**config.mk**
```make
export PLATFORM = sky130hd
export DESIGN_NAME = lsf_cell
export DESIGN_NICKNAME = d
export VERILOG_FILES = /design/src/rtl/core/lsf_pkg.sv /design/src/rtl/core/lsf_cell.sv
export SDC_FILE = /design/constraint.sdc
export NUM_CORES = 1
export LEC_CHECK = 0
export BUFFER_PORTS_ARGS = -buffer_cell sky130_fd_sc_hd__buf_2
export CORE_MARGIN = 5
export CORE_UTILIZATION = 30
export CTS_CLUSTER_DIAMETER = 120
export DETAILED_ROUTE_END_ITERATION = 10
export GPL_ROUTABILITY_DRIVEN = 0
export PLACE_DENSITY_LB_ADDON = 0.12
export SYNTH_ARGS = -nofsm -noshare
export SYNTH_HDL_FRONTEND = slang
export SYNTH_SLANG_ARGS = --single-unit
```
**constraint.sdc**
```tcl
create_clock -name i_clk -period 2.02 [get_ports i_clk]
set_input_delay 0.505 -clock i_clk [delete_from_list [all_inputs] [get_ports i_clk]]
set_output_delay 0.505 -clock i_clk [all_outputs]
set_load 0.02 [all_outputs]
```
**src/rtl/core/lsf_pkg.sv**
```systemverilog
`timescale 1ns / 1ps

package lsf_pkg;

    localparam int PIX_W          = 8;
    localparam int CFG_DIM_W      = 11;
    localparam int WEIGHT_W       = 16;
    localparam int FRAC_W         = 16;
    localparam int NUM_CFG        = 5;
    localparam int CFG_IDX_W      = $clog2(NUM_CFG);
    localparam int APB_AW         = CFG_IDX_W + 2;
    localparam int APB_DW         = 32;

    localparam int MAX_WIDTH_DEF  = 1024;
    localparam int MAX_HEIGHT_DEF = 1024;

    localparam logic [CFG_DIM_W-1:0] WIDTH_RST  = CFG_DIM_W'(256);
    localparam logic [CFG_DIM_W-1:0] HEIGHT_RST = CFG_DIM_W'(256);
    localparam logic [WEIGHT_W-1:0]  CENTER_RST = WEIGHT_W'(9169);
    localparam logic [WEIGHT_W-1:0]  EDGE_RST   = WEIGHT_W'(7710);
    localparam logic [WEIGHT_W-1:0]  CORNER_RST = WEIGHT_W'(6382);

    // line store word holds the two previous rows: {upper, middle}
    localparam int LS_W          = 2 * PIX_W;
    localparam int SUM_W         = PIX_W + 2;
    localparam int PC_W          = PIX_W + WEIGHT_W;
    localparam int PS_W          = SUM_W + WEIGHT_W;
    localparam int ACC_W         = PS_W + 2;
    localparam int NUM_WIN_CELLS = 2;

    typedef enum logic [CFG_IDX_W-1:0] {
        CFG_IMAGE_WIDTH   = CFG_IDX_W'(0),
        CFG_IMAGE_HEIGHT  = CFG_IDX_W'(1),
        CFG_CENTER_WEIGHT = CFG_IDX_W'(2),
        CFG_EDGE_WEIGHT   = CFG_IDX_W'(3),
        CFG_CORNER_WEIGHT = CFG_IDX_W'(4)
    } t_cfg_idx;

    typedef struct packed {
        logic [PIX_W-1:0] top;
        logic [PIX_W-1:0] mid;
        logic [PIX_W-1:0] bot;
    } t_column;

    typedef struct packed {
        logic emit;
        logic left_en;
        logic right_en;
        logic top_en;
        logic bot_en;
        logic last;
    } t_tap_ctl;

    typedef struct packed {
        logic [PIX_W-1:0] center;
        logic [SUM_W-1:0] edge_sum;
        logic [SUM_W-1:0] corner_sum;
        logic             last;
    } t_mac_in;

endpackage

```
**src/rtl/core/lsf_cell.sv**
```systemverilog
`timescale 1ns / 1ps

module lsf_cell (
    input  logic              i_clk,
    input  logic              i_rst_n,
    input  logic              i_en,
    input  lsf_pkg::t_column  i_col,
    output lsf_pkg::t_column  o_col
);
    import lsf_pkg::*;

    t_column r_col;

    always_ff @(posedge i_clk) begin
        if (!i_rst_n) begin
            r_col <= '0;
        end else if (i_en) begin
            r_col <= i_col;
        end
    end

    assign o_col = r_col;
endmodule

```
==> metrics.txt, run 1 <==
outcome=finished, final reports clean; Remaining Overflow, GRT=0; Final Max Slew Viols=0; Layout area overhead=29.6%; worst slack, placed=about 0.56 ns; wire length per cell=roughly 12 µm; total number of vias=683; pwr/cell area=between 700 and 800 nW/µm²; max incr delay on CP=between 0.3 and 0.4 ns; Post-Syn Area=930 µm²; worst hold path type=primary input to flip-flop; Slew headroom=74.7%; number of flip-flops in the largest register=24; R2R Path End=o_col[14]; Worst Path Max Fanout=2; final setup TNS=0 ns; post-route cell area=about 1200 µm²; Area after DPL=1180 µm²; Mapped Nets=104; fin crit share=66.0%; setup slack after layout=0.687 ns; worst path bufs/invs=1; DRC viols=0; die area=4310 µm²; drt pass-1 iters=3; sequential-to-total area share from yosys stat=51.7%; hold_buf cts=0; CTS Buf Count=3; r2r setup slk=1.40 ns; startpoint types=flip-flop; # Post-CTS Setup Buffers=0; average size of a mapped cell=about 12 µm²; layout cell share with drive strength beyond 1=42.9%; Static Leakage=0.628 nW; Initial Util=a little under a third; Slew @ Worst Pin=0.379 ns; #FFs+latches synth=24; Synth warnings=0; num rows=20; clock transition at the registers of the reported paths=0.11 ns; Final setup viols=0; Tot GR Track Use=9.75%; worst skew pair latency=0.30 ns; Hold Path Cell Cnt=3; Hold Path End=o_col[6]; HPWL after DPL=1460 µm; cells after synthesis=slightly below 80; CP required=1.51 ns; delay-heaviest family, CP=flip-flops; maxcap violations=0; first-pass GRT wire length=approximately 3200 µm; drt initial violations=21; Hold WS=0.454 ns; H-tree levels=1; CTS tree=yes; die boundary height=65.7 µm; Final Hold Fails=0; element type at the critical path end=output port; Die W=65.7 µm; worst hold start=i_col[6]; Port Buf Inserts=50; vias in the first global route=742; top cell type's share of synthesized area=51.7%; Period minus WS final=between 1 and 1.5 ns; WL final=1910 µm; WS Path Type=flip-flop to output port; top post-synthesis cells by area=dfxtp_1, mux2i_1, nor2b_1, buf_12, buf_6; Num Clock Sinks=24; Distinct cells, synth=6; worst r2r src=o_col[14]; antenna fix cells=0; crit path DAT=0.83 ns; RSZ-0062 raised after global routing=false; Worst Clk Skew=0 ns; Max IR drop VDD=0.329 mV; post-cts gate resize count=0; initial antenna violation count=0; Peak Freq=0.750 GHz; clk buf depth=2; I/O pins=51; Slowest-stage cell, CP=dfxtp_1; largest net degree at the start of global routing=25; largest area contributor in the netlist=dfxtp_1; Core Box Area=roughly 3000 µm²; antenna-violating nets left=0; Final nets=155; drt via density=4.30; R2R depth=2; root buffer cell=clkbuf_4; CP Cell Sequence=buf_2
-- cell usage after synthesis, drive strengths merged --
library cell,number
dfxtp,24
mux2i,24
nor2b,24
buf,3
clkbuf,2
-- how the worst max path moves through the flow --
| stage | startpoint | end | slack, ns | cells past startpoint |
|---|---|---|---|---|
| after floorplan | i_en | o_col[0] | 0.93 | 4 |
| after global placement | i_en | o_col[18] | 0.61 | 4 |
| after detailed placement | i_en | o_col[21] | 0.56 | 4 |
| after CTS | o_col[21] | o_col[21] | 0.66 | 1 |
| after global routing | o_col[4] | o_col[4] | 0.63 | 1 |
| final | o_col[14] | o_col[14] | 0.69 | 1 |
-- cells in the final DEF (no fill, tap or decap), drive strengths merged --
| cell type | instances |
|---|---|
| dfxtp | 24 |
| buf | 51 |
| clkbuf | 3 |
| nor2b | 24 |
| mux2i | 24 |
-- per-stage QoR --
stage	util (%)	cells	total power, mW
after detailed placement	39.4	156	0.687
after CTS	40.1	159	0.889
final	40.1	159	0.867
after floorplan	-	77	0.630
after global routing	40.1	159	0.917
after global placement	39.4	156	0.685
-- where the power goes --
part           internal (mW)  switching, mW  total [mW]
sequential             0.501         0.0127       0.514
combinational         0.0745         0.0842       0.159
clock                 0.0695          0.124       0.194
-- logic make-up (layout without fill, tap and decap cells) --
logic type	Yosys count	in the layout	share of synthesized area (%)
buffers and inverters	5	54	6.33
flip-flops	24	24	51.7
multiplexers	24	24	25.8
AND/OR/NAND/NOR	24	24	16.2
-- final cells by class --
| class | instances | area, µm² |
|---|---|---|
| timing repair buffer | 51 | 270 |
| fill | 310 | 1800 |
| multi-input combinational | 48 | 390 |
| clock buffer | 3 | 22.5 |
| sequential | 24 | 480 |
| tap | 33 | 41.3 |
-- metal layers --
layer	up-vias	global-route usage [%]	routed length, µm
met4	0	2.33	13
met3	2	5.13	207
met1	295	11.5	848
met5	-	0	0
met2	36	15.5	844
li1	350	-	-
-- tightest hold or removal path: stages --
cell,delay (ns)
buf_2,0.07
mux2i_1,0.05
nor2b_1,0.09
No activity file was read; power rests on OpenSTA's default activity.
==> run 2, diff against run 1 <==
==> constraint.sdc (replaced) <==
create_clock -name i_clk -period 1.3 [get_ports i_clk]
set_input_delay 0.325 -clock i_clk [delete_from_list [all_inputs] [get_ports i_clk]]
set_output_delay 0.325 -clock i_clk [all_outputs]
set_load 0.02 [all_outputs]
==> run 2 against run 1 <==
Non-clock buffer count unchanged. Largest cell class unchanged. Clock skew unchanged. Total power increased by 57%. Sequential cell count unchanged. Register-to-register slack got worse by 0.72 ns. Count of clock-buffer cells in the layout unchanged. Final cell count unchanged.
==> metrics.txt, run 2 (same netlist as run 1, synthesis figures left out) <==
fin crit share=between 80% and 90%; CP Cell Sequence=buf_2; Worst Path Max Fanout=2 (unchanged); Num Clock Sinks=24 (unchanged); drt pass-1 iters=2 (-1); Hold WS=0.264 ns (-0.190 ns); drt initial violations=14 (-33%); H-tree levels=1 (unchanged); largest net degree at the start of global routing=25 (unchanged); WS Path Type=flip-flop to output port; post-route cell area=1200 µm² (unchanged); number of flip-flops in the largest register=24 (unchanged); Initial Util=31.0% (unchanged); Final Max Slew Viols=0 (unchanged); wire length per cell=11.7 µm (-2.6%); Max IR drop VDD=0.402 mV (+22%); I/O pins=51 (unchanged); Port Buf Inserts=50 (unchanged); initial antenna violation count=0 (unchanged); delay-heaviest family, CP=flip-flops; Remaining Overflow, GRT=0 (unchanged); Worst Clk Skew=0 ns (unchanged); Slew @ Worst Pin=0.328 ns (-0.0519 ns); worst path bufs/invs=1 (unchanged); Layout area overhead=29.6% (unchanged); Static Leakage=0.628 nW (unchanged); post-cts gate resize count=0 (unchanged); Die W=65.7 µm (unchanged); Fill cells=301 (-2.9%); hold_buf cts=0 (unchanged); element type at the critical path end=output port; FF+latch area=480 µm² (unchanged); total number of vias=684 (+0.15%); CP required=0.98 ns (-0.53 ns); DRC viols=0 (unchanged); vias in the first global route=696 (-6.2%); Final nets=155 (unchanged); pwr/cell area=1130 nW/µm² (+57%); max incr delay on CP=0.36 ns (about the same); HPWL after DPL=1330 µm (-8.8%); root buffer cell=clkbuf_4; outcome=finished, final reports clean; crit path DAT=0.83 ns (about the same); first-pass GRT wire length=3020 µm (-6.2%); die area=4310 µm² (unchanged); die boundary height=65.7 µm (unchanged); final setup TNS=0 ns (unchanged); worst skew pair latency=0.31 ns (about the same); # Post-CTS Setup Buffers=0 (unchanged); Final setup viols=0 (unchanged); antenna-violating nets left=0 (unchanged); RSZ-0062 raised after global routing=false; Slew headroom=78.2% (+3.5 points); Post-Layout Cell Count=159 (unchanged); Slowest-stage cell, CP=dfxtp_1; maxcap violations=0 (unchanged); worst hold path type=primary input to flip-flop; Tot GR Track Use=9.10% (-0.65 points); num rows=20 (unchanged); Final Hold Fails=0 (unchanged); most common cell after layout, fill and taps aside=buf_2; Multi-input gate area=390 µm² (unchanged); Period minus WS final=around 1.2 ns; Area after DPL=1180 µm² (unchanged); layout cell share with drive strength beyond 1=42.9% (unchanged); WL final=1860 µm (-2.6%); Placed Instances=156 (unchanged); commonest cells after routing, fill and taps aside=buf_2, mux2i_1, nor2b_1, dfxtp_1, clkbuf_4; startpoint types=flip-flop; Core Box Area=3000 µm² (unchanged); antenna fix cells=0 (unchanged); CTS Buf Count=3 (unchanged); clk buf depth=2 (unchanged); clock transition at the registers of the reported paths=0.12 ns (about the same); drt via density=4.30 (+0.15%); Peak Freq=0.863 GHz; CTS tree=yes
-- run 2: cell counts in the layout (fill, tap and decap cells not counted) --
No cell type changed its count.
-- run 2: stage by stage --
step           total power [mW]  util (%)  setup WS [ns]
6_report                   1.36      40.1          0.141
5_1_grt                    1.43      40.1         0.0729
4_1_cts                    1.39      40.1          0.125
3_5_place_dp               1.07      39.4          0.261
3_3_place_gp               1.06      39.4          0.286
2_1_floorplan             0.979         -          0.387
-- run 2: area by class of cell --
cell class                 instances  area share (%)
clock buffer                       3            1.87
multi-input combinational         48            32.4
tap                               33            3.43
timing repair buffer              51            22.4
sequential                        24            39.9
-- run 2: worst paths after layout --
kind	to	slack, ns	start	depth (start not counted)
min	o_col[8]	0.26	i_col[8]	3
max reg2reg	o_col[14]	0.68	o_col[14]	2
max	o_col[14]	0.14	o_col[14]	1
min reg2reg	o_col[10]	0.52	o_col[10]	2
-- run 2: where the power goes --
part	leakage [nW]	internal, mW	switching (mW)
clock	0.0138	0.108	0.205
combinational	0.416	0.116	0.130
sequential	0.198	0.779	0.0199
-- run 2: metal layers --
| layer | vias up | GRT usage (%) | share of wire, % |
|---|---|---|---|
| met5 | - | 0 | 0 |
| met4 | 0 | 5.44 | 1.7 |
| met3 | 4 | 2.91 | 11 |
| met2 | 35 | 13.8 | 41 |
| met1 | 294 | 11.2 | 46 |
| li1 | 351 | - | - |
