===== config.mk =====
export PLATFORM = sky130hd
export DESIGN_NAME = lsf_mac_flat
export DESIGN_NICKNAME = d
export VERILOG_FILES = /design/src/rtl/core/lsf_pkg.sv /design/src/rtl/core/lsf_out_if.sv /design/src/rtl/core/lsf_mac.sv /design/src/flat_wrapper.sv
export SDC_FILE = /design/constraint.sdc
export NUM_CORES = 1
export LEC_CHECK = 0
export BUFFER_PORTS_ARGS = -buffer_cell sky130_fd_sc_hd__buf_4
export CORE_AREA = 2 2 236 180
export CTS_BUF_LIST = sky130_fd_sc_hd__clkbuf_16
export DETAILED_ROUTE_END_ITERATION = 16
export DIE_AREA = 0 0 238 182
export PLACE_DENSITY = 0.7
export SLEW_MARGIN = 0
export SYNTH_ARGS = -nofsm -noshare
export SYNTH_HDL_FRONTEND = slang
export SYNTH_SLANG_ARGS = --single-unit

===== constraint.sdc =====
create_clock -name i_clk -period 12.7 [get_ports i_clk]
set_input_delay 1.905 -clock i_clk [delete_from_list [all_inputs] [get_ports i_clk]]
set_output_delay 1.905 -clock i_clk [all_outputs]
set_load 0.05 [all_outputs]

===== src/rtl/core/lsf_pkg.sv =====
`timescale 1ns / 1ps

package lsf_pkg;

    localparam int PIX_W          = 8;
    localparam int CFG_DIM_W      = 11;
    localparam int WEIGHT_W       = 16;
    localparam int FRAC_W         = 16;
    localparam int NUM_CFG        = 5;
    localparam int CFG_IDX_W      = $clog2(NUM_CFG);
    localparam int APB_AW         = CFG_IDX_W + 2;
    localparam int APB_DW         = 32;

    localparam int MAX_WIDTH_DEF  = 1024;
    localparam int MAX_HEIGHT_DEF = 1024;

    localparam logic [CFG_DIM_W-1:0] WIDTH_RST  = CFG_DIM_W'(256);
    localparam logic [CFG_DIM_W-1:0] HEIGHT_RST = CFG_DIM_W'(256);
    localparam logic [WEIGHT_W-1:0]  CENTER_RST = WEIGHT_W'(9169);
    localparam logic [WEIGHT_W-1:0]  EDGE_RST   = WEIGHT_W'(7710);
    localparam logic [WEIGHT_W-1:0]  CORNER_RST = WEIGHT_W'(6382);

    // line store word holds the two previous rows: {upper, middle}
    localparam int LS_W          = 2 * PIX_W;
    localparam int SUM_W         = PIX_W + 2;
    localparam int PC_W          = PIX_W + WEIGHT_W;
    localparam int PS_W          = SUM_W + WEIGHT_W;
    localparam int ACC_W         = PS_W + 2;
    localparam int NUM_WIN_CELLS = 2;

    typedef enum logic [CFG_IDX_W-1:0] {
        CFG_IMAGE_WIDTH   = CFG_IDX_W'(0),
        CFG_IMAGE_HEIGHT  = CFG_IDX_W'(1),
        CFG_CENTER_WEIGHT = CFG_IDX_W'(2),
        CFG_EDGE_WEIGHT   = CFG_IDX_W'(3),
        CFG_CORNER_WEIGHT = CFG_IDX_W'(4)
    } t_cfg_idx;

    typedef struct packed {
        logic [PIX_W-1:0] top;
        logic [PIX_W-1:0] mid;
        logic [PIX_W-1:0] bot;
    } t_column;

    typedef struct packed {
        logic emit;
        logic left_en;
        logic right_en;
        logic top_en;
        logic bot_en;
        logic last;
    } t_tap_ctl;

    typedef struct packed {
        logic [PIX_W-1:0] center;
        logic [SUM_W-1:0] edge_sum;
        logic [SUM_W-1:0] corner_sum;
        logic             last;
    } t_mac_in;

endpackage


===== src/rtl/core/lsf_out_if.sv =====
`timescale 1ns / 1ps

interface lsf_out_if;
    import lsf_pkg::*;

    logic             valid;
    logic             ready;
    logic [PIX_W-1:0] pixel_out;
    logic             frame_end;

    modport source (output valid, output pixel_out, output frame_end, input ready);
    modport sink   (input valid, input pixel_out, input frame_end, output ready);
endinterface


===== src/rtl/core/lsf_mac.sv =====
`timescale 1ns / 1ps

module lsf_mac (
    input  logic                           i_clk,
    input  logic                           i_rst_n,
    input  logic                           i_valid,
    output logic                           o_ready,
    input  lsf_pkg::t_mac_in               i_data,
    input  logic [lsf_pkg::WEIGHT_W-1:0]   i_center_weight,
    input  logic [lsf_pkg::WEIGHT_W-1:0]   i_edge_weight,
    input  logic [lsf_pkg::WEIGHT_W-1:0]   i_corner_weight,
    lsf_out_if.source                      o_pix
);
    import lsf_pkg::*;

    logic             r_c_valid;
    logic [PC_W-1:0]  r_c_pc;
    logic [PS_W-1:0]  r_c_pe;
    logic [PS_W-1:0]  r_c_pk;
    logic             r_c_last;

    logic             r_o_valid;
    logic [PIX_W-1:0] r_o_pixel;
    logic             r_o_last;

    logic             out_adv;
    logic             c_load;
    logic [ACC_W-1:0] acc;
    logic [PIX_W-1:0] n_pixel;

    assign out_adv = !r_o_valid || o_pix.ready;
    assign c_load  = !r_c_valid || out_adv;
    assign o_ready = c_load;

    always_ff @(posedge i_clk) begin
        if (!i_rst_n) begin
            r_c_valid <= 1'b0;
        end else if (c_load) begin
            r_c_valid <= i_valid;
        end
    end

    always_ff @(posedge i_clk) begin
        if (c_load && i_valid) begin
            r_c_pc   <= PC_W'(i_data.center) * PC_W'(i_center_weight);
            r_c_pe   <= PS_W'(i_data.edge_sum) * PS_W'(i_edge_weight);
            r_c_pk   <= PS_W'(i_data.corner_sum) * PS_W'(i_corner_weight);
            r_c_last <= i_data.last;
        end
    end

    always_comb begin
        acc = ACC_W'(r_c_pc) + ACC_W'(r_c_pe) + ACC_W'(r_c_pk);
        if (|acc[ACC_W-1:FRAC_W+PIX_W]) begin
            n_pixel = '1;
        end else begin
            n_pixel = acc[FRAC_W+PIX_W-1:FRAC_W];
        end
    end

    always_ff @(posedge i_clk) begin
        if (!i_rst_n) begin
            r_o_valid <= 1'b0;
        end else if (out_adv) begin
            r_o_valid <= r_c_valid;
        end
    end

    always_ff @(posedge i_clk) begin
        if (out_adv && r_c_valid) begin
            r_o_pixel <= n_pixel;
            r_o_last  <= r_c_last;
        end
    end

    assign o_pix.valid     = r_o_valid;
    assign o_pix.pixel_out = r_o_pixel;
    assign o_pix.frame_end = r_o_last;
endmodule


===== src/flat_wrapper.sv =====
// flat-port wrapper written by rule: the top's interface ports become plain ports
module lsf_mac_flat import lsf_pkg::*;
  (i_clk, i_rst_n, i_valid, o_ready, i_data, i_center_weight, i_edge_weight, i_corner_weight, o_pix_valid, o_pix_pixel_out, o_pix_frame_end, o_pix_ready);
  lsf_out_if o_pix_i ();
  input  logic i_clk;
  input  logic i_rst_n;
  input  logic i_valid;
  output logic o_ready;
  input  lsf_pkg::t_mac_in i_data;
  input  logic [lsf_pkg::WEIGHT_W-1:0] i_center_weight;
  input  logic [lsf_pkg::WEIGHT_W-1:0] i_edge_weight;
  input  logic [lsf_pkg::WEIGHT_W-1:0] i_corner_weight;
  output wire logic [$bits(o_pix_i.valid)-1:0] o_pix_valid;
  output wire logic [$bits(o_pix_i.pixel_out)-1:0] o_pix_pixel_out;
  output wire logic [$bits(o_pix_i.frame_end)-1:0] o_pix_frame_end;
  input wire logic [$bits(o_pix_i.ready)-1:0] o_pix_ready;
  assign o_pix_valid = o_pix_i.valid;
  assign o_pix_pixel_out = o_pix_i.pixel_out;
  assign o_pix_frame_end = o_pix_i.frame_end;
  assign o_pix_i.ready = o_pix_ready;
  lsf_mac u_core (.i_clk(i_clk), .i_rst_n(i_rst_n), .i_valid(i_valid), .o_ready(o_ready), .i_data(i_data), .i_center_weight(i_center_weight), .i_edge_weight(i_edge_weight), .i_corner_weight(i_corner_weight), .o_pix(o_pix_i));
endmodule

==> results of run 1 <==
## how the worst max path moves through the flow
| stage | endpoint | slack, ps | cells after the start |
|---|---|---|---|
| after floorplan | u_core.r_c_pe[25]$_DFFE_PP_ | 5620 | 21 |
| after global placement | u_core.r_c_pe[25]$_DFFE_PP_ | 5430 | 21 |
| after detailed placement | u_core.r_c_pe[25]$_DFFE_PP_ | 5320 | 21 |
| after CTS | u_core.r_c_pe[25]$_DFFE_PP_ | 5700 | 21 |
| after global routing | u_core.r_c_pe[25]$_DFFE_PP_ | 5350 | 21 |
| final | u_core.r_c_pe[25]$_DFFE_PP_ | 5690 | 21 |
## power by group
part | total [mW] | switching [mW] | internal (mW)
sequential | 0.653 | 0.0494 | 0.603
clock | 0.277 | 0.120 | 0.157
combinational | 4.13 | 2.36 | 1.77
## kinds of logic after synthesis
| group | count (synthesis) | share of synthesized area, % |
|---|---|---|
| AO/OA/AOI/OAI | 266 | 9.30 |
| XOR/XNOR | 72 | 3.38 |
| adder cells (fa/ha/maj) | 520 | 47.1 |
| buffers and inverters | 414 | 8.32 |
| flip-flops | 88 | 14.0 |
| multiplexers | 1 | 0.0536 |
| AND/OR/NAND/NOR | 660 | 17.8 |
## sequential cells by signal (all words and copies together), names as in the netlist
register	cells
u_core.r_c_valid	1
u_core.r_c_pk	26
u_core.r_c_last	1
u_core.o_pix.valid	1
u_core.r_c_pc	24
u_core.o_pix.pixel_out	8
u_core.o_pix.frame_end	1
u_core.r_c_pe	26
## worst reg2reg max path: stages, from the launching register on
cell and delay [ps]:
edfxtp_1 420, ha_1 390, o21ai_0 210, a21oi_1 100, nor4_1 720, o21bai_1 160, a21oi_1 230, o21ai_0 190
a2111oi_0 470, nand3b_1 170, ha_1 240, o211ai_1 230, o31a_1 220, a21boi_0 180, a2111oi_0 550, nor3_1 80
nand3b_1 220
## cells in the final DEF, fill, tap and decap left out, types with 5 or more instances in the layout
master	Yosys	routed
a211o_1	5	5
a211oi_1	9	9
a21boi_0	8	8
a21o_1	27	27
a21oi_1	75	75
and2_1	244	243
and3_1	10	10
buf_4	0	91
clkbuf_16	0	9
edfxtp_1	86	86
fa_1	305	305
ha_1	215	215
inv_1	355	355
nand2_1	248	248
nand2b_1	5	5
nand3_1	24	24
nand4_1	11	11
nor2_1	67	67
nor2b_1	13	13
nor3_1	15	15
nor4_1	5	5
o211ai_1	8	8
o21a_1	22	22
o21ai_0	51	51
o21bai_1	14	14
o31a_1	5	5
o31ai_1	7	7
xnor2_1	56	56
xor2_1	16	16
## stage by stage
step / power [mW] / hold WS [ps]
after floorplan: 3.84 / 400
after CTS: 5.05 / 439
final: 5.06 / 434
after detailed placement: 4.74 / 422
after global placement: 4.63 / 424
after global routing: 5.66 / 463
## final cells by class
cell class | instances | area share, %
Multi-Input combinational cell | 1519 | 72.1
Sequential cell | 88 | 13.0
Inverter | 355 | 6.63
Timing Repair Buffer | 91 | 3.40
Tap cell | 536 | 3.33
Clock buffer | 9 | 1.12
Clock inverter | 7 | 0.423
## routing by layer
layer	share of wire (%)	global-route usage, %
met5	0	0
met4	0.78	2.45
met3	5.0	1.99
met2	46	32.4
met1	48	29.4
==> summary.md, run 1 <==
| Metric | Value |
|---|---|
| CTS Sinks | `slightly below 90` |
| # IOs | `around 90` |
| Design area | `~0.02 mm²` |
| CP peak stage delay | `540 ps` |
| Crit Path Max Fanout | `16` |
| WP data required | `12790 ps` |
| Element type at the critical path end | `flip-flop` |
| Crit Path Category | `input pin to flip-flop` |
| I/O Buffers | `91` |
| Synth Flop Type | `edfxtp_1` |
| Placed Area | `approximately 0.02 mm²` |
| Layout area overhead | `7.74%` |
| Yosys top cell area share | `around a third` |
| Crit path buffers/inverters | `6` |
| Cell accounting for the most synthesized area | `fa_1` |
| Synth cell count leaders | `355 x inv_1, 305 x fa_1, 248 x nand2_1` |
| Crit path from | `i_data[12]` |
| CTS clk-pin slew, worst paths | `about 80 ps` |
| Fmax | `~140 MHz` |
| Cells on Worst Hold Path | `0` |
| Largest net degree at the start of global routing | `78` |
| Number of synthesized flops with an enable pin | `86` |
| Vias in the first global route | `between 10000 and 15000` |
| Post-CTS Hold Fix Bufs | `0` |
| Slowest CP cell | `fa_1` |
| Fill count | `approximately 3800` |
| Synth top area cells | `fa_1 33%, ha_1 14%, edfxtp_1 14%, and2_1 8.2%, inv_1 7.1%` |
| Syn_area_per_cell | `9.24 µm²` |
| Post-layout util | `between 40% and 50%` |
| R2R Path Start | `u_core.r_c_pe[7]$_DFFE_PP_` |
| Fin Setup TNS | `0 ps` |
| Die X-Extent | `around 240 µm` |
| Worst R2R End | `u_core.o_pix.pixel_out[4]$_SDFFCE_PP1P_` |
| Total Routing Usage GR | `approximately a fifth` |
| Power density over the cells | `~250 mW/mm²` |
| Crit-path cells | `buf_4 > nand2_1 > fa_1 > inv_1 > fa_1 > inv_1 > fa_1 > inv_1 > fa_1 > inv_1 > fa_1 > inv_1 > ha_1 > a21oi_1 > o21ai_0 > a221oi_1 > o211ai_1 > o41a_1 > a211o_1 > a21oi_1 > xnor2_1` |
| RSZ-0062 raised after global routing | `no` |
| Status | `finished, final reports clean` |
| TritonCTS clock tree | `yes` |
| Min Tclk post-route | `about 7000 ps` |
| Pre-antenna DRT Iters | `5` |
| TritonCTS buffer count | `9` |
| Hold_sp | `u_core.r_c_last$_DFFE_PP_` |
| CP Launch Type | `input pin` |
| Max-cap viol count | `0` |
| PostCTS Resize Cnt | `0` |
| Family with the most delay on the worst path | `adder cells` |
| Gate Count Post-Synth | `2021` |
| Slew @ Worst Pin | `approximately 1100 ps` |
| H-Tree Level Count | `3` |
| Cells after DPL | `2589` |
| Leak Pwr | `~9.8 nW` |
| Max IR drop VDD | `0.164 mV` |
| Unique masters post-synth | `62` |
| Register-to-register setup slack | `approximately 7700 ps` |
| Ant. Diodes | `0` |
| CTS Root Cell | `clkbuf_16` |
| Layout Nets | `roughly 2700` |
| Die area | `0.0433 mm²` |
| Yosys warning total | `0` |
| Max-slew headroom | `approximately 27%` |
| Worst hold path class | `flip-flop to flip-flop` |
| Core Area | `between 0.04 and 0.05 mm²` |
| FF/Latch Area | `0.00262 mm²` |
| Vias post-DR | `approximately 14000` |
| Routability congestion estimate from global placement | `between 0.8 and 0.9` |
| Fin. Hold Viols | `0` |
| Rows | `65` |
| DR WL/cell | `between 15 and 20 µm` |
| Post-synthesis sequential area ratio | `14.0%` |
| Crit path DAT | `7100 ps` |
| Min-Delay Endpoint | `u_core.o_pix.frame_end$_DFFE_PP_` |
| Final wirelength | `roughly 41 mm` |
| Drc violations | `0` |
| Proportion of layout cells with a drive suffix above 1 | `approximately 5.8%` |
| R2r worst-path depth | `16` |
| Mapped Area | `between 0.015 and 0.02 mm²` |
| Flops & latches, synth | `slightly below 90` |
| Total gr overflow | `0` |
| Count leader, synth | `inv_1` |
| Asr flop ratio synth | `0%` |
| # Post-CTS Setup Buffers | `0` |
| Worst skew pair latency | `340 ps` |
| Clock Skew | `13.7 ps` |
| CTS Buffer Depth | `2` |
| PnR worst setup slack | `around 5700 ps` |
| Area of the multi-input gates | `about 0.014 mm²` |
| Starting density of the core | `roughly 45%` |
| Final std cells w/o fill | `roughly 2600` |
| First-pass GRT wire length | `a little over 70 mm` |
| Final ANT Viol Nets | `0` |
| Slew Viols, Final | `0` |
| Dpl hpwl | `between 30 and 40 mm` |
| Drt via density | `roughly 5.3` |
| Iter 0 DRT Violations | `slightly above 800` |
| Initial antenna violation count | `0` |
| Syn_nets | `around 2600` |
| Final Cycle Share | `between 50% and 60%` |
| Pre-CTS WS | `roughly 5300 ps` |
| DIE HEIGHT | `182 µm` |
| Setup Viol. Count Final | `0` |
Power figures use the tool's default switching activity.
==> run 2, diff against run 1 <==
- ABC_AREA: unset -> 1
- CORE_AREA: 2 2 236 180 -> 2 2 249 189
- DIE_AREA: 0 0 238 182 -> 0 0 251 191
- clock period: 12.7 -> 6.7 ns (I/O delays scaled with it)
==> run 2 against run 1 <==
Against the previous run: register-to-register slack lost 5300 ps; worst hold slack gained 7.1 ps; global-route usage is 2.0 points higher; clock skew decreased by 7.8 ps; first-iteration DRC count increased by 37%; core utilization decreased by 0.31 points; critical path depth rose by 1; die area up 11%; synthesized cell count grew 36%; sequential share of layout area is 1.2 points lower; non-clock buffer count up 1; via count is 22% higher; critical path type unchanged; critical endpoint is now u_core.r_c_pk[25]$_DFFE_PP_.
==> summary.md, run 2 <==
| Metric | Value |
|---|---|
| Fin. Hold Viols | `0` |
| Unique masters post-synth | `48` |
| Ant. Diodes | `0` |
| Largest net degree at the start of global routing | `between 70 and 80` |
| Vias post-DR | `around 17000` |
| Max-slew headroom | `34.1%` |
| Compound-Gate Fraction of Synth Area | `6.18%` |
| Max-cap viol count | `0` |
| Yosys top cell area share | `a little under 30%` |
| Most frequent cells in the layout | `756 x nand2_1, 705 x inv_1, 305 x fa_1` |
| Status | `finished, final reports clean` |
| Cell accounting for the most synthesized area | `fa_1` |
| WL met1 | `between 20 and 25 mm` |
| Mapped Area | `0.0207 mm²` |
| Element type at the critical path end | `flip-flop` |
| CP peak stage delay | `between 500 and 600 ps` |
| Setup Viol. Count Final | `0` |
| Gate Count Post-Synth | `about 2800` |
| CP Launch Type | `input pin` |
| Pre-antenna DRT Iters | `5` |
| Total Routing Usage GR | `between 20 and 25%` |
| # Post-CTS Setup Buffers | `0` |
| TritonCTS buffer count | `9` |
| Synth top area cells | `fa_1 29%, nand2_1 14%, ha_1 13%, inv_1 13%, edfxtp_1 12%` |
| RSZ-0062 raised after global routing | `no` |
| Clock Skew | `5.92 ps` |
| Final ANT Viol Nets | `0` |
| Yosys warning total | `0` |
| Iter 0 DRT Violations | `between 1000 and 1500` |
| DIE HEIGHT | `191 µm` |
| Number of synthesized flops with an enable pin | `86` |
| Routability congestion estimate from global placement | `a little over 0.9` |
| Largest regs | `u_core.r_c_pe: 26 flops, u_core.r_c_pk: 26 flops, u_core.r_c_pc: 24 flops` |
| Slowest CP cell | `fa_1` |
| Core Area | `0.0456 mm²` |
| I/O Buffers | `between 90 and 100` |
| Final Cycle Share | `79.4%` |
| Post-synthesis mux area share | `0%` |
| Layout Nets | `3357` |
| Post-CTS Hold Fix Bufs | `0` |
| First-pass GRT wire length | `around 85 mm` |
| Fin Setup TNS | `0 ps` |
| CTS Buffer Depth | `2` |
| Dpl hpwl | `~43 mm` |
| Die area | `0.0479 mm²` |
| Proportion of layout cells with a drive suffix above 1 | `5.25%` |
| H-Tree Level Count | `3` |
| Count leader, synth | `nand2_1` |
| Crit Path Category | `input pin to flip-flop` |
| Asr flop ratio synth | `0%` |
| Post-synthesis sequential area ratio | `12.7%` |
| Syn_area_per_cell | `between 7 and 8 µm²` |
| WL met3 | `~2.7 mm` |
| Total gr overflow | `0` |
| Die X-Extent | `around 250 µm` |
| Placed Area | `~0.022 mm²` |
| Fmax | `around 190 MHz` |
| Worst hold path class | `flip-flop to flip-flop` |
| WP data required | `approximately 6800 ps` |
| PostCTS Resize Cnt | `0` |
| Final wirelength | `~50 mm` |
| Flops & latches, synth | `88` |
| Design area | `approximately 0.022 mm²` |
| Initial antenna violation count | `0` |
| Commonest non-fill, non-tap cell in the layout | `nand2_1` |
| Post-layout util | `48.4%` |
| Crit Path Max Fanout | `16` |
| Drt via density | `approximately 5.0` |
| CTS Sinks | `~90` |
| Crit-path cells | `buf_4 > nand2_1 > fa_1 > inv_1 > fa_1 > inv_1 > fa_1 > inv_1 > fa_1 > inv_1 > fa_1 > inv_1 > ha_1 > a21oi_1 > o21ai_0 > nand2_1 > nand2_1 > nand2_1 > nand3_1 > nand2_1 > nand3_1 > xor2_1` |
| Synth Flop Type | `edfxtp_1` |
| Synth cell count leaders | `756 x nand2_1, 706 x inv_1, 305 x fa_1` |
| Post-synthesis simple-gate area fraction | `~20%` |
| Syn_nets | `roughly 3400` |
| Min Tclk post-route | `about 5300 ps` |
| Xor/xnor share of the synthesized area | `just under 4%` |
| Top layer in use | `met4` |
| Starting density of the core | `a little under half` |
| TritonCTS clock tree | `yes` |
| Main combinational cell family by area after synthesis | `adder cells` |
| Cells after DPL | `3340` |
| Final std cells w/o fill | `between 3000 and 4000` |
| Met2 WL | `roughly 23 mm` |
| # IOs | `92` |
| Adder-Cell Fraction of Synth Area | `roughly 42%` |
| CTS Root Cell | `clkbuf_16` |
| DR WL/cell | `14.9 µm` |
| Slew Viols, Final | `0` |
| Slew @ Worst Pin | `roughly 990 ps` |
| CTS clk-pin slew, worst paths | `approximately 70 ps` |
| Vias in the first global route | `around 17000` |
| Rows | `68` |
| Layout area overhead | `6.48%` |
| Drc violations | `0` |
| Worst skew pair latency | `between 300 and 400 ps` |
| Crit path DAT | `around 5400 ps` |
## run 2: final timing paths
kind,from,end,slack [ps],cells past startpoint
worst max-delay path,i_data[2],u_core.r_c_pk[25]$_DFFE_PP_,1380,22
worst max register to register,u_core.r_c_pe[0]$_DFFE_PP_,u_core.o_pix.pixel_out[5]$_SDFFCE_PP1P_,2410,20
worst min register to register,u_core.r_c_last$_DFFE_PP_,u_core.o_pix.frame_end$_DFFE_PP_,440,0
worst min-delay path,u_core.r_c_last$_DFFE_PP_,u_core.o_pix.frame_end$_DFFE_PP_,440,0
## run 2: stage by stage
stage                     hold WS [ps]  setup slack, ps
after global placement             405             1070
after global routing               448             1140
after CTS                          447             1410
after floorplan                    400              972
after detailed placement           410             1010
final                              441             1380
## run 2: cells by family (layout without fill, tap and decap cells)
kind of cell	count (synthesis)	count (layout)
and+or+nand+nor	1012	1012
AOI/OAI and AO/OA	225	225
adders and majority gates	520	520
DFF	88	88
xor gates and xnor gates	94	94
buffers and inverters	818	822
## run 2: cell type report
type	count	area (µm²)
inverter	714	2680
timing repair buffer	92	691
tap	595	744
clock inverter	7	73.8
multi-input combinational	1851	15000
fill	4526	23500
clock buffer	9	225
sequential	88	2620
## run 2: critical path, delay by kind of cell
family                     cells  cell delay [ps]
AOI/OAI and AO/OA              2              350
buffers and inverters          6              440
adders and majority gates      6             2820
and+or+nand+nor                7              680
xor gates and xnor gates       1              140
## run 2: per-layer routing
layer  track usage [%]  up-vias
met1              31.6     8160
met3              2.41       57
met2              35.5      507
met4              4.14        0
met5                 0        -
li1                  -     8213
Power of run 2 is left out: the tool's default activity adds up to more than one toggle a clock period on the data nets, which glitch-free logic cannot reach.
